--- config.mk ---
export PLATFORM = sky130hd
export DESIGN_NAME = frame_length_credential_decoder_top
export DESIGN_NICKNAME = d
export VERILOG_FILES = /design/src/sv/flcd_pkg.sv /design/src/sv/flcd_cfg.sv /design/src/sv/flcd_string.sv /design/src/sv/frame_length_credential_decoder_top.sv
export VERILOG_INCLUDE_DIRS = /design/src /design/src/sv
export SDC_FILE = /design/constraint.sdc
export NUM_CORES = 1
export LEC_CHECK = 0
export BUFFER_PORTS_ARGS = -buffer_cell sky130_fd_sc_hd__buf_2
export CAP_MARGIN = 5
export CORE_MARGIN = 8
export CORE_UTILIZATION = 25
export CTS_CLUSTER_SIZE = 8
export DETAILED_ROUTE_END_ITERATION = 8
export SYNTH_ARGS = -nofsm -noshare
export SYNTH_HDL_FRONTEND = slang
export SYNTH_SLANG_ARGS = --single-unit
export TNS_END_PERCENT = 1
--- constraint.sdc ---
create_clock -name i_clk -period 3.55 [get_ports i_clk]
set_input_delay 0.71 -clock i_clk [delete_from_list [all_inputs] [get_ports i_clk]]
set_output_delay 0.71 -clock i_clk [all_outputs]
set_load 0.005 [all_outputs]
--- src/sv/frame_length_credential_decoder_top_assert.svh ---
// -----------------------------------------------------------------------------
// Assertion macros for the frame length credential decoder
// Shared checks clocked on i_clk and disabled while i_rst_n is low.
// -----------------------------------------------------------------------------
`ifndef FRAME_LENGTH_CREDENTIAL_DECODER_TOP_ASSERT_SVH
`define FRAME_LENGTH_CREDENTIAL_DECODER_TOP_ASSERT_SVH

// Consequent must hold in the same cycle as the antecedent
`define FLCD_ASSERT_SAME(lbl, ante, cons, msg) \
    lbl: assert property (@(posedge i_clk) disable iff (!i_rst_n) \
        (ante) |-> (cons)) else $error(msg);

// Consequent must hold in the cycle after the antecedent
`define FLCD_ASSERT_NEXT(lbl, ante, cons, msg) \
    lbl: assert property (@(posedge i_clk) disable iff (!i_rst_n) \
        (ante) |=> (cons)) else $error(msg);

`endif

--- src/sv/flcd_pkg.sv ---
// -----------------------------------------------------------------------------
// flcd_pkg
// Types and constants shared by the frame length credential decoder.
// -----------------------------------------------------------------------------
package flcd_pkg;

    localparam int CFG_ADDR_W = 5;
    localparam int CFG_DATA_W = 32;
    localparam int LEN_W      = 16;
    localparam int IN_DATA_W  = 16;
    localparam int OUT_DATA_W = 40;

    // Register reset values
    localparam logic [LEN_W-1:0] RST_NAME_TAG   = 16'd1099;
    localparam logic [LEN_W-1:0] RST_SECRET_TAG = 16'd1199;
    localparam logic [LEN_W-1:0] RST_MARKER_A   = 16'd3;
    localparam logic [LEN_W-1:0] RST_MARKER_B   = 16'd23;
    localparam logic [LEN_W-1:0] RST_COUNT_OFS  = 16'd28;
    localparam logic [LEN_W-1:0] RST_NIBBLE_OFS = 16'd593;

    typedef enum logic [2:0] {
        REG_NAME_TAG   = 3'd0,
        REG_SECRET_TAG = 3'd1,
        REG_MARKER_A   = 3'd2,
        REG_MARKER_B   = 3'd3,
        REG_COUNT_OFS  = 3'd4,
        REG_NIBBLE_OFS = 3'd5
    } t_reg_idx;

    typedef enum logic {
        OP_RESTART = 1'b0,
        OP_FRAME   = 1'b1
    } t_op;

    typedef enum logic [1:0] {
        ACT_NONE   = 2'd0,
        ACT_NAME   = 2'd1,
        ACT_SECRET = 2'd2
    } t_act;

    typedef enum logic [1:0] {
        PH_AWAIT = 2'd0,
        PH_RECV  = 2'd1,
        PH_DONE  = 2'd2
    } t_phase;

    typedef struct packed {
        logic [LEN_W-1:0] name_tag;
        logic [LEN_W-1:0] secret_tag;
        logic [LEN_W-1:0] marker_a;
        logic [LEN_W-1:0] marker_b;
        logic [LEN_W-1:0] count_ofs;
        logic [LEN_W-1:0] nibble_ofs;
    } t_cfg;

    // Commands from the control logic to one string receiver
    typedef struct packed {
        logic restart;
        logic open;
        logic take;
    } t_str_ctl;

    // Per-item status from one string receiver
    typedef struct packed {
        logic       go_idle;
        logic       clr_marker;
        logic       check_error;
        logic       byte_valid;
        logic       done;
        logic [5:0] byte_index;
        logic [7:0] byte_value;
    } t_str_stat;

    // Result item, first field in the highest bits
    typedef struct packed {
        logic [6:0] secret_byte_count;
        logic [5:0] name_byte_count;
        logic       secret_done;
        logic       name_done;
        logic       check_error;
        logic [7:0] byte_value;
        logic [5:0] byte_index;
        logic       byte_target;
        logic       byte_valid;
        t_act       active_string;
    } t_result;

endpackage

--- src/sv/flcd_cfg.sv ---
// -----------------------------------------------------------------------------
// flcd_cfg
// APB register file holding the six 16-bit decoder settings.
// -----------------------------------------------------------------------------
module flcd_cfg (
    input  logic                              i_clk,
    input  logic                              i_rst_n,
    input  logic                              psel,
    input  logic                              penable,
    input  logic                              pwrite,
    input  logic [flcd_pkg::CFG_ADDR_W-1:0]   paddr,
    input  logic [flcd_pkg::CFG_DATA_W-1:0]   pwdata,
    output logic [flcd_pkg::CFG_DATA_W-1:0]   prdata,
    output logic                              pready,
    output flcd_pkg::t_cfg                    o_cfg
);

    flcd_pkg::t_cfg   r_cfg;
    flcd_pkg::t_reg_idx reg_sel;
    logic             wr_en;
    logic [flcd_pkg::LEN_W-1:0] wr_val;
    logic [flcd_pkg::LEN_W-1:0] rd_val;

    assign pready  = 1'b1;
    assign wr_en   = psel && penable && pwrite;
    assign wr_val  = pwdata[flcd_pkg::LEN_W-1:0];
    assign reg_sel = flcd_pkg::t_reg_idx'(paddr[flcd_pkg::CFG_ADDR_W-1:2]);

    // Write the addressed register on the access cycle
    always_ff @(posedge i_clk) begin
        if (!i_rst_n) begin
            r_cfg.name_tag   <= flcd_pkg::RST_NAME_TAG;
            r_cfg.secret_tag <= flcd_pkg::RST_SECRET_TAG;
            r_cfg.marker_a   <= flcd_pkg::RST_MARKER_A;
            r_cfg.marker_b   <= flcd_pkg::RST_MARKER_B;
            r_cfg.count_ofs  <= flcd_pkg::RST_COUNT_OFS;
            r_cfg.nibble_ofs <= flcd_pkg::RST_NIBBLE_OFS;
        end else if (wr_en) begin
            case (reg_sel)
                flcd_pkg::REG_NAME_TAG:   r_cfg.name_tag   <= wr_val;
                flcd_pkg::REG_SECRET_TAG: r_cfg.secret_tag <= wr_val;
                flcd_pkg::REG_MARKER_A:   r_cfg.marker_a   <= wr_val;
                flcd_pkg::REG_MARKER_B:   r_cfg.marker_b   <= wr_val;
                flcd_pkg::REG_COUNT_OFS:  r_cfg.count_ofs  <= wr_val;
                flcd_pkg::REG_NIBBLE_OFS: r_cfg.nibble_ofs <= wr_val;
                default: ;
            endcase
        end
    end

    // Read back the addressed register
    always_comb begin
        case (reg_sel)
            flcd_pkg::REG_NAME_TAG:   rd_val = r_cfg.name_tag;
            flcd_pkg::REG_SECRET_TAG: rd_val = r_cfg.secret_tag;
            flcd_pkg::REG_MARKER_A:   rd_val = r_cfg.marker_a;
            flcd_pkg::REG_MARKER_B:   rd_val = r_cfg.marker_b;
            flcd_pkg::REG_COUNT_OFS:  rd_val = r_cfg.count_ofs;
            flcd_pkg::REG_NIBBLE_OFS: rd_val = r_cfg.nibble_ofs;
            default:                  rd_val = '0;
        endcase
    end

    assign prdata = flcd_pkg::CFG_DATA_W'(rd_val);
    assign o_cfg  = r_cfg;

endmodule

--- src/sv/flcd_string.sv ---
// -----------------------------------------------------------------------------
// flcd_string
// Receiver state for one length-encoded string: declared byte count, nibble
// counter, previous nibble and phase, with the per-item nibble check.
// -----------------------------------------------------------------------------
module flcd_string #(
    parameter int MAX_BYTES = 32
) (
    input  logic                        i_clk,
    input  logic                        i_rst_n,
    input  flcd_pkg::t_str_ctl          i_ctl,
    input  logic [flcd_pkg::LEN_W-1:0]  i_len,
    input  logic [flcd_pkg::LEN_W-1:0]  i_count_ofs,
    input  logic [flcd_pkg::LEN_W-1:0]  i_nibble_ofs,
    output logic                        o_done_q,
    output flcd_pkg::t_str_stat         o_stat,
    output logic [$clog2(MAX_BYTES+1)-1:0] o_byte_count
);

    localparam int BC_W = $clog2(MAX_BYTES + 1);
    localparam int NC_W = BC_W + 1;

    flcd_pkg::t_phase  r_phase, n_phase;
    logic [BC_W-1:0]   r_bytes, n_bytes;
    logic [NC_W-1:0]   r_count, n_count;
    logic [3:0]        r_last,  n_last;

    logic [NC_W-1:0]            total;
    logic [7:0]                 count_ext;
    logic [flcd_pkg::LEN_W-1:0] diff;
    logic [flcd_pkg::LEN_W-1:0] adj;
    logic                       count_bad;
    logic [3:0]                 nib;
    logic [3:0]                 chk;

    assign total     = {r_bytes, 1'b0};
    assign count_ext = 8'(r_count);
    assign diff      = i_len - i_count_ofs;
    assign count_bad = (i_len < i_count_ofs) ||
                       (diff > flcd_pkg::LEN_W'(MAX_BYTES));
    assign adj       = i_len - i_nibble_ofs;
    assign nib       = adj[3:0];
    assign chk       = adj[7:4];

    // Next state and item status
    always_comb begin
        n_phase = r_phase;
        n_bytes = r_bytes;
        n_count = r_count;
        n_last  = r_last;
        o_stat  = '0;
        if (i_ctl.restart) begin
            n_phase = flcd_pkg::PH_AWAIT;
            n_bytes = '0;
            n_count = '0;
            n_last  = '0;
        end else if (i_ctl.open) begin
            n_phase = flcd_pkg::PH_AWAIT;
            n_bytes = '0;
        end else if (i_ctl.take) begin
            if (r_phase == flcd_pkg::PH_AWAIT) begin
                // Declared byte count
                if (count_bad) begin
                    o_stat.go_idle = 1'b1;
                end else begin
                    n_bytes           = BC_W'(diff);
                    n_count           = '0;
                    n_phase           = flcd_pkg::PH_RECV;
                    o_stat.clr_marker = 1'b1;
                end
            end else if (r_count < total) begin
                // One nibble with its check
                o_stat.clr_marker = 1'b1;
                if ((r_count != '0) && (chk != (r_last ^ count_ext[3:0]))) begin
                    o_stat.go_idle     = 1'b1;
                    o_stat.check_error = 1'b1;
                end
                if (r_count[0]) begin
                    o_stat.byte_valid = 1'b1;
                    o_stat.byte_index = 6'(count_ext >> 1);
                    o_stat.byte_value = {r_last, nib};
                end
                n_last  = nib;
                n_count = r_count + 1'b1;
            end else if (r_count == total) begin
                // Closing length after the last nibble
                o_stat.go_idle = 1'b1;
                n_phase        = flcd_pkg::PH_DONE;
            end else begin
                o_stat.go_idle = 1'b1;
            end
        end
        o_stat.done = (n_phase == flcd_pkg::PH_DONE);
    end

    always_ff @(posedge i_clk) begin
        if (!i_rst_n) begin
            r_phase <= flcd_pkg::PH_AWAIT;
            r_bytes <= '0;
            r_count <= '0;
            r_last  <= '0;
        end else begin
            r_phase <= n_phase;
            r_bytes <= n_bytes;
            r_count <= n_count;
            r_last  <= n_last;
        end
    end

    assign o_done_q     = (r_phase == flcd_pkg::PH_DONE);
    assign o_byte_count = n_bytes;

endmodule

--- src/sv/frame_length_credential_decoder_top.sv ---
// -----------------------------------------------------------------------------
// frame_length_credential_decoder_top
// Decodes a network name and a password sent as a stream of frame lengths.
// -----------------------------------------------------------------------------
// The block takes one transfer per clock on the slave side while the master
// side takes its results, and returns one result per transfer on the master
// side, in order. A transfer is captured in an input register, decoded
// against the string state by short compare and subtract logic, and lands
// in a result register, from which it is offered on the master side. Both
// registers advance together when the result register is free or being
// taken, which keeps one item per cycle while the master side takes results
// and holds both registers while it stalls. Settings must only be written
// over the APB port while no item is in flight; the block itself does not
// enforce this. The decoder has no memory to initialise after reset.
`include "frame_length_credential_decoder_top_assert.svh"

module frame_length_credential_decoder_top #(
    parameter int MAX_NAME_BYTES   = 32,
    parameter int MAX_SECRET_BYTES = 64
) (
    input  logic                              i_clk,
    input  logic                              i_rst_n,
    // Slave side
    input  logic                              s_tvalid,
    output logic                              s_tready,
    input  logic [flcd_pkg::IN_DATA_W-1:0]    s_tdata,  // [15:0] frame_length
    input  logic                              s_tuser,  // [0] opcode
    // Master side
    output logic                              m_tvalid,
    input  logic                              m_tready,
    // [1:0] active_string, [2] byte_valid, [3] byte_target, [9:4] byte_index,
    // [17:10] byte_value, [18] check_error, [19] name_done, [20] secret_done,
    // [26:21] name_byte_count, [33:27] secret_byte_count, [39:34] zero
    output logic [flcd_pkg::OUT_DATA_W-1:0]   m_tdata,
    // Configuration
    input  logic                              psel,
    input  logic                              penable,
    input  logic                              pwrite,
    input  logic [flcd_pkg::CFG_ADDR_W-1:0]   paddr,
    input  logic [flcd_pkg::CFG_DATA_W-1:0]   pwdata,
    output logic [flcd_pkg::CFG_DATA_W-1:0]   prdata,
    output logic                              pready
);

    localparam int NAME_BC_W   = $clog2(MAX_NAME_BYTES + 1);
    localparam int SECRET_BC_W = $clog2(MAX_SECRET_BYTES + 1);

    flcd_pkg::t_cfg cfg;

    // Input register
    logic                       r_in_valid;
    flcd_pkg::t_op              r_in_op;
    logic [flcd_pkg::LEN_W-1:0] r_in_len;

    // Result register
    logic                       r_out_valid;
    flcd_pkg::t_result          r_out;
    flcd_pkg::t_result          n_out;

    // Decoder control state
    flcd_pkg::t_act             r_active, n_active, base_active;
    logic                       r_marker, n_marker, base_marker;

    logic                       advance_out;
    logic                       proc;
    logic                       is_marker;

    flcd_pkg::t_str_ctl         name_ctl, secret_ctl;
    flcd_pkg::t_str_stat        name_stat, secret_stat;
    logic                       name_done_q, secret_done_q;
    logic [NAME_BC_W-1:0]       name_bc;
    logic [SECRET_BC_W-1:0]     secret_bc;

    // Result fields seen by the assertions
    logic                       out_idle;
    logic                       out_byte;
    logic                       out_owner;
    flcd_pkg::t_act             out_owner_act;

    flcd_cfg u_cfg (
        .i_clk   (i_clk),
        .i_rst_n (i_rst_n),
        .psel    (psel),
        .penable (penable),
        .pwrite  (pwrite),
        .paddr   (paddr),
        .pwdata  (pwdata),
        .prdata  (prdata),
        .pready  (pready),
        .o_cfg   (cfg)
    );

    // Handshake: both registers move together
    assign advance_out = !r_out_valid || m_tready;
    assign s_tready    = !r_in_valid || advance_out;
    assign proc        = r_in_valid && advance_out;

    // Capture a transfer, drop it once it moves on
    always_ff @(posedge i_clk) begin
        if (!i_rst_n) begin
            r_in_valid <= 1'b0;
        end else if (s_tvalid && s_tready) begin
            r_in_valid <= 1'b1;
        end else if (proc) begin
            r_in_valid <= 1'b0;
        end
    end

    always_ff @(posedge i_clk) begin
        if (s_tvalid && s_tready) begin
            r_in_op  <= flcd_pkg::t_op'(s_tuser);
            r_in_len <= s_tdata;
        end
    end

    assign is_marker = (r_in_len == cfg.marker_a) || (r_in_len == cfg.marker_b);

    // Route the item: restart, open a string, marker or data
    always_comb begin
        base_active = r_active;
        base_marker = r_marker;
        name_ctl    = '0;
        secret_ctl  = '0;
        if (proc) begin
            if (r_in_op == flcd_pkg::OP_RESTART) begin
                name_ctl.restart   = 1'b1;
                secret_ctl.restart = 1'b1;
                base_active        = flcd_pkg::ACT_NONE;
                base_marker        = 1'b0;
            end else if (r_active == flcd_pkg::ACT_NONE) begin
                base_marker = 1'b0;
                if ((r_in_len == cfg.name_tag) && !name_done_q) begin
                    base_active   = flcd_pkg::ACT_NAME;
                    name_ctl.open = 1'b1;
                end else if ((r_in_len == cfg.secret_tag) && !secret_done_q) begin
                    base_active     = flcd_pkg::ACT_SECRET;
                    secret_ctl.open = 1'b1;
                end
            end else if (is_marker) begin
                if (r_marker) begin
                    base_active = flcd_pkg::ACT_NONE;
                end else begin
                    base_marker = 1'b1;
                end
            end else if (!r_marker) begin
                base_active = flcd_pkg::ACT_NONE;
            end else if (r_active == flcd_pkg::ACT_NAME) begin
                name_ctl.take = 1'b1;
            end else begin
                secret_ctl.take = 1'b1;
            end
        end
    end

    // Apply what the string receiver reports for a data length
    always_comb begin
        n_active = base_active;
        n_marker = base_marker;
        if (name_stat.go_idle || secret_stat.go_idle) begin
            n_active = flcd_pkg::ACT_NONE;
        end
        if (name_stat.clr_marker || secret_stat.clr_marker) begin
            n_marker = 1'b0;
        end
    end

    always_ff @(posedge i_clk) begin
        if (!i_rst_n) begin
            r_active <= flcd_pkg::ACT_NONE;
            r_marker <= 1'b0;
        end else begin
            r_active <= n_active;
            r_marker <= n_marker;
        end
    end

    flcd_string #(
        .MAX_BYTES (MAX_NAME_BYTES)
    ) u_name (
        .i_clk        (i_clk),
        .i_rst_n      (i_rst_n),
        .i_ctl        (name_ctl),
        .i_len        (r_in_len),
        .i_count_ofs  (cfg.count_ofs),
        .i_nibble_ofs (cfg.nibble_ofs),
        .o_done_q     (name_done_q),
        .o_stat       (name_stat),
        .o_byte_count (name_bc)
    );

    flcd_string #(
        .MAX_BYTES (MAX_SECRET_BYTES)
    ) u_secret (
        .i_clk        (i_clk),
        .i_rst_n      (i_rst_n),
        .i_ctl        (secret_ctl),
        .i_len        (r_in_len),
        .i_count_ofs  (cfg.count_ofs),
        .i_nibble_ofs (cfg.nibble_ofs),
        .o_done_q     (secret_done_q),
        .o_stat       (secret_stat),
        .o_byte_count (secret_bc)
    );

    // Assemble the result; only the string that took the item reports a byte
    always_comb begin
        n_out.active_string     = n_active;
        n_out.byte_valid        = name_stat.byte_valid | secret_stat.byte_valid;
        n_out.byte_target       = secret_stat.byte_valid;
        n_out.byte_index        = name_stat.byte_index | secret_stat.byte_index;
        n_out.byte_value        = name_stat.byte_value | secret_stat.byte_value;
        n_out.check_error       = name_stat.check_error | secret_stat.check_error;
        n_out.name_done         = name_stat.done;
        n_out.secret_done       = secret_stat.done;
        n_out.name_byte_count   = 6'(name_bc);
        n_out.secret_byte_count = 7'(secret_bc);
    end

    always_ff @(posedge i_clk) begin
        if (!i_rst_n) begin
            r_out_valid <= 1'b0;
        end else if (proc) begin
            r_out_valid <= 1'b1;
        end else if (m_tready) begin
            r_out_valid <= 1'b0;
        end
    end

    always_ff @(posedge i_clk) begin
        if (proc) begin
            r_out <= n_out;
        end
    end

    assign m_tvalid = r_out_valid;
    assign m_tdata  = flcd_pkg::OUT_DATA_W'(r_out);

    // Decode the result register for the checks below
    assign out_idle      = (r_out.active_string == flcd_pkg::ACT_NONE);
    assign out_byte      = r_out_valid && r_out.byte_valid && !r_out.check_error;
    assign out_owner_act = r_out.byte_target ? flcd_pkg::ACT_SECRET : flcd_pkg::ACT_NAME;
    assign out_owner     = (r_out.active_string == out_owner_act);

    // A failed check always leaves the decoder idle
    `FLCD_ASSERT_SAME(a_err_idle, r_out_valid && r_out.check_error, out_idle, "error not idle")
    // A finished name is never reopened
    `FLCD_ASSERT_SAME(a_name_done_closed, r_active == flcd_pkg::ACT_NAME, !name_done_q, "name reopened")
    // A byte without check error keeps its string active
    `FLCD_ASSERT_SAME(a_byte_owner, out_byte, out_owner, "byte from inactive string")
    // A held item stays in the input register while the result is stalled
    `FLCD_ASSERT_NEXT(a_in_hold, r_in_valid && !advance_out, r_in_valid, "input item lost")

endmodule

* Word-level counts from Yosys, hierarchy flattened
Index checks and enable logic that the tools add are counted.
** Operators by class
- Bitwise logic cells :: 11
- Magnitude comparators :: 5
- Reduce and logical (&&, ||, !) cells :: 43
- Mux-type cells :: 99
- Eq/ne operators :: 21
- $add $sub $neg :: 4
** Operators by type and width (number)
- $mux W14 :: 12
- $pmux W16 S6 :: 1
- $eq A16 B16 Y1 :: 4
- $mux W2 :: 29
- $mux W7 :: 8
- $mux W1 :: 31
- $mux W6 :: 5
- $mux W4 :: 6
- $mux W8 :: 3
- $gt A16 B6 Y1 const B :: 1
- $gt A16 B7 Y1 const B :: 1
- $lt A16 B16 Y1 :: 1
- $reduce_and A4 Y1 :: 4
- $sub A16 B16 Y16 :: 1
- $reduce_and A2 Y1 :: 7
- $mux W3 :: 4
- $add A8 B1 Y8 const B :: 1
- $eq A2 B2 Y1 const B :: 4
- $eq A8 B8 Y1 :: 1
- $logic_and A1 B1 Y1 :: 8
- $lt A8 B8 Y1 :: 1
- $ne A4 B4 Y1 :: 2
- $or A8 B8 Y8 :: 1
- $reduce_bool A2 Y1 :: 4
- other kinds (21) :: 43
** Storage, ports and cells
- Register bits :: 192
- Logic and storage cells :: 213

* Depth between registers and ports, before layout
- Word-level depth :: 13
- Mapped depth :: 14
- Gate-level depth less buffers :: 13

* Cells and area by module
Synthesis repeated with hierarchy kept, for this count alone.
** Unflattened totals
- Cells, all modules :: 1391
- Area, all modules :: 12414.4 µm²
** Modules (own cells, without submodules)
- flcd_cfg :: cells each 471, sequential area each 1921.8 µm², instances 1, area each 4461.8 µm²
- flcd_string (u_secret) :: cells each 380, sequential area each 420.4 µm², instances 1, area each 2740.1 µm²
- frame_length_credential_decoder_top :: cells each 205, sequential area each 1631.6 µm², instances 1, area each 2697.6 µm²
- flcd_string (u_name) :: cells each 335, sequential area each 380.4 µm², instances 1, area each 2514.9 µm²

* Worst setup path after synthesis
Ideal clock, no wire load.
- Kind :: input port to flip-flop
- From :: in m_tready
- To :: reg r_out, in the netlist m_tdata[21], data pin
- Data arrival time :: 3281 ps
- Stages on the path :: 9
- Required time :: 3279 ps
- Path slack :: -2 ps
- Library setup time :: 271 ps
- Cell sequence :: nor2b_1 > nand2b_1 > inv_1 > nand3_1 > or4_1 > nor4_1 > nand4_2 > mux2i_1 > nor2_1
** RTL lines
- start: declaration :: RTL line frame_length_credential_decoder_top.sv:30 : input logic m_tready,
- end signal: assignment :: RTL line frame_length_credential_decoder_top.sv:231 : r_out <= n_out;
- end: declaration :: RTL line frame_length_credential_decoder_top.sv:57 : flcd_pkg::t_result r_out;

* Final worst setup path
- From :: reg r_in_len[0] in the netlist's numbering
- To :: reg r_active[0]
** Between the ends
- Cells in the longest elaborated chain, start to end :: 11
** Ends and longest elaborated chain
- start: declaration :: RTL line frame_length_credential_decoder_top.sv:53 : logic [flcd_pkg::LEN_W-1:0] r_in_len;
- start signal: assignment :: RTL line frame_length_credential_decoder_top.sv:112 : r_in_len <= s_tdata;
- branches (longest 10 deep; another with $sub A16 B16 Y16)
- $mux W2 * :: RTL line frame_length_credential_decoder_top.sv:159 : if (name_stat.go_idle || secret_stat.go_idle) begin
- end signal: assignment :: RTL line frame_length_credential_decoder_top.sv:169 : r_active <= flcd_pkg::ACT_NONE;
- end signal: assignment :: RTL line frame_length_credential_decoder_top.sv:172 : r_active <= n_active;
- end: declaration :: RTL line frame_length_credential_decoder_top.sv:61 : flcd_pkg::t_act r_active, n_active, base_active;
Every way passes the cells marked *.
A chain may end at the register's enable or synchronous reset.

==> qor.yml <==
placed_design:
  hpwl_um: 26200
  place_inst: 1864
  portBuffers: 94
  place_congestion: 0.851
yosys:
  synth_top_cell_by_area: "dfxtp_1"
  synth_top_cell_area_share: 0.263
  yosys_warnings: 0
  synth_edf_count: 51
  async_flop_share: 0
  synth_cell_type_count: 69
  avgSynthCellArea_um2: 8.66
  synth_ff_type: "dfxtp_1"
  synth_area_leaders: "dfxtp_1, edfxtp_1, nand2_1, xnor2_1, a21boi_0"
  synth-seq-cells: 192
  syn_area_um2: 10700
  synth_seq_area_share: 0.405
  synthMostInstantiatedCell: "nand2_1"
  synth_common_cells: "nand2_1, dfxtp_1, a21boi_0, nor2_1, xnor2_1"
  netlist_instances: 1241
worst_setup_path:
  cp.arrival_ns: 3.75
  crit_type: "register to register"
  worst_path_max_delay_cell: "fa_1"
  cp_cell_sequence: "inv_1, ha_2, inv_1, fa_1, a211o_1, a2111o_1, o311ai_2, xnor2_1, o41ai_2, buf_4, a21o_1, a21oi_1, a2bb2oi_1, buf_4, nor4b_4"
  reg2reg_slack_ns: 0.16
  path_max_fanout: 4
  worstPathRequired_ns: 3.90
  r2r_start: "r_in_len[0]$_DFFE_PP_"
  startpoint_type: "register"
  cp-end-kind: "register"
  slowest_delay_ns: 0.40
  r2r_cells: 15
  r2r-end: "r_active[0]$_SDFF_PN0_"
routing:
  drt-met1-wl_um: 15200
  wl_met3_um: 2690
  wl_met2_um: 16100
  via_count: 9355
  viasPerCell: 4.92
  firstDrtPassIters: 5
  wire_per_inst_um: 18.3
  ant_nets: 0
  top_layer_used: "met5"
  drc_errors: 0
  finalWirelength_um: 34700
  drt_iter0_drc: 913
layout:
  fin_nets: 1444
  drive_gt1_frac: 0.162
  regArea_um2: 4350
  final_cells: 1901
  fillCellCount: 4544
  multi_input_area_um2: 5880
  fin_util: 0.296
  area_growth_pct: 17.9
global_route:
  grt_overflow: 0
  grt_pass1_vias: 8981
  grt_pass1_wl_um: 52400
  grt_antenna_before_repair: 4
  track_usage: 0.135
  grt_max_degree: 47
clock_tree:
  htree_num_levels: 4
  cts_inserted_buffers: 17
  clk_latency_ns: 0.45
  cts_sinks: 192
  cts_tree: "done"
  ctsHoldBuffers: 0
  cts_root_buffer: "clkbuf_16"
  cts.reportedPaths.clkPinSlew_ns: 0.08
  clockBufferDepth: 2
timing:
  finalSetupViolations: 0
  slew_headroom: 0.397
  finalClockSkew_ns: 0.0157
  rsz0062_at_grt: "true"
  period_share: 0.956
  worstMarginPinSlew_ns: 0.904
  hold_viol: 0
  period_needed_ns: 3.39
  drv_slew: 0
  fmax_mhz: 295
floorplan:
  die_area_um2: 49900
  die_w_um: 223
  rows: 76
  die_y_um: 223
  io_pins: 136
  start_util: 0.251
  core-area_um2: 42800
pwr:
  ir_worst_vdd_v: 0.000347
  leakagePower_nw: 4.78
  powerDensity_nw_per_um2: 377
worst_hold_path:
  hold_path_depth: 1
  hold_path_end: "r_in_len[0]$_DFFE_PP_"
  hp-class: "primary input to register"
  min-delay-start: "s_tdata[0]"
run:
  maxCapViolations: 0
outcome:
  status: "completed"
[placed cells by master, fill, tap and decap left out, types with 4 or more instances in the layout]
| cell type | instances |
|---|---|
| buf_4 | 61 |
| nor3_1 | 17 |
| inv_6 | 5 |
| dfxtp_1 | 141 |
| nor2b_1 | 11 |
| o211ai_1 | 7 |
| and2_1 | 10 |
| o21ai_0 | 20 |
| xnor2_1 | 70 |
| a21oi_1 | 33 |
| a31oi_1 | 4 |
| or3_1 | 4 |
| a211oi_1 | 6 |
| conb_1 | 23 |
| a22o_1 | 9 |
| nand3_1 | 50 |
| and3_1 | 4 |
| nor4_1 | 13 |
| nand2b_1 | 11 |
| a21o_1 | 9 |
| a21boi_0 | 74 |
| ha_1 | 40 |
| mux2i_1 | 19 |
| xor2_1 | 24 |
| nand2_1 | 221 |
| clkbuf_16 | 17 |
| buf_2 | 94 |
| nor2_1 | 74 |
| nand4_1 | 22 |
| nor3b_1 | 4 |
| a22oi_1 | 50 |
| o21a_1 | 13 |
| inv_1 | 55 |
| edfxtp_1 | 51 |
[logic make-up after synthesis]
family / after synthesis / synth area share
buf+inv: 155 / 0.0638
other cells: 2 / 0.000699
simple gates: 475 / 0.208
flops: 192 / 0.405
compound gates: 255 / 0.170
mux: 23 / 0.0217
xor+xnor: 95 / 0.0787
fa+ha+maj: 44 / 0.0526
[through the flow]
stage | hold slack [ns] | total power, mW | instance area, um2 | setup WS (ns) | setup TNS (ns)
final | 0.433 | 4.78 | 12700 | 0.156 | 0
after detailed placement | 0.460 | 2.88 | 12000 | -0.0201 | -0.0884
after global placement | 0.447 | 2.88 | 12000 | 0.0424 | 0
after global routing | 0.418 | 4.94 | 12700 | -0.0326 | -0.139
after floorplan | 0.434 | 2.68 | 10800 | 0.159 | 0
after CTS | 0.421 | 4.80 | 12600 | 0.00674 | 0
[state kept, by name, summed over array words and instances, names as in the netlist]
name and count:
m_tdata 34, u_secret.count_ext 8, r_active 2, u_name.r_phase 2
r_in_len 16, r_in_valid 1, u_cfg.o_cfg 96, u_secret.r_bytes 7
r_marker 1, r_in_op 1, u_name.r_count 7, u_secret.r_last 4
u_secret.r_phase 2, u_name.r_last 4, m_tvalid 1, u_name.r_bytes 6
[critical path, delay by kind of cell, from the launching register on]
family / cells / cell delay (ns)
buffers and inverters: 4 / 0.49
DFF: 1 / 0.39
AOI/OAI and AO/OA: 7 / 1.50
adders and majority gates: 2 / 0.60
xor gates and xnor gates: 1 / 0.13
and+or+nand+nor: 1 / 0.21
[final cells by class]
type                       count  area share
sequential                   192       0.344
clock inverter                14      0.0113
antenna                        3    0.000593
multi-input combinational    915       0.464
tap                          546      0.0539
clock buffer                  18      0.0339
inverter                      56      0.0169
timing repair buffer         157      0.0751
[worst max-delay path by stage]
stage | start | end | slack (ns)
CTS | r_in_len[0]$_DFFE_PP_ | r_active[0]$_SDFF_PN0_ | 0.007
detailed placement | r_in_len[0]$_DFFE_PP_ | u_name.r_count[2]$_SDFFE_PP0P_ | -0.02
finish | r_in_len[0]$_DFFE_PP_ | r_active[0]$_SDFF_PN0_ | 0.16
global route | r_in_len[0]$_DFFE_PP_ | r_active[0]$_SDFF_PN0_ | -0.03
global placement | r_in_len[0]$_DFFE_PP_ | m_tdata[25]$_DFFE_PP_ | 0.04
floorplan | r_in_len[0]$_DFFE_PP_ | m_tdata[21]$_DFFE_PP_ | 0.16
[power breakdown]
part	switching [mW]	internal (mW)	total (mW)	leakage [nW]
sequential	0.0282	2.28	2.31	1.61
clock	0.939	0.994	1.93	0.278
combinational	0.327	0.207	0.534	2.88
[layer usage]
metal	vias to the layer above	GRT usage
li1	4467	-
met1	4481	0.175
met2	364	0.221
met3	41	0.0293
met4	2	0.0406
met5	-	0
[timing repair]
item                       in CTS  in global routing
setup buffers                   1                  1
gates resized for setup         0                 16
pin swaps                       1                  3
setup endpoints to repair      15                 46
Note: power is estimated with default switching activity, not from simulation.
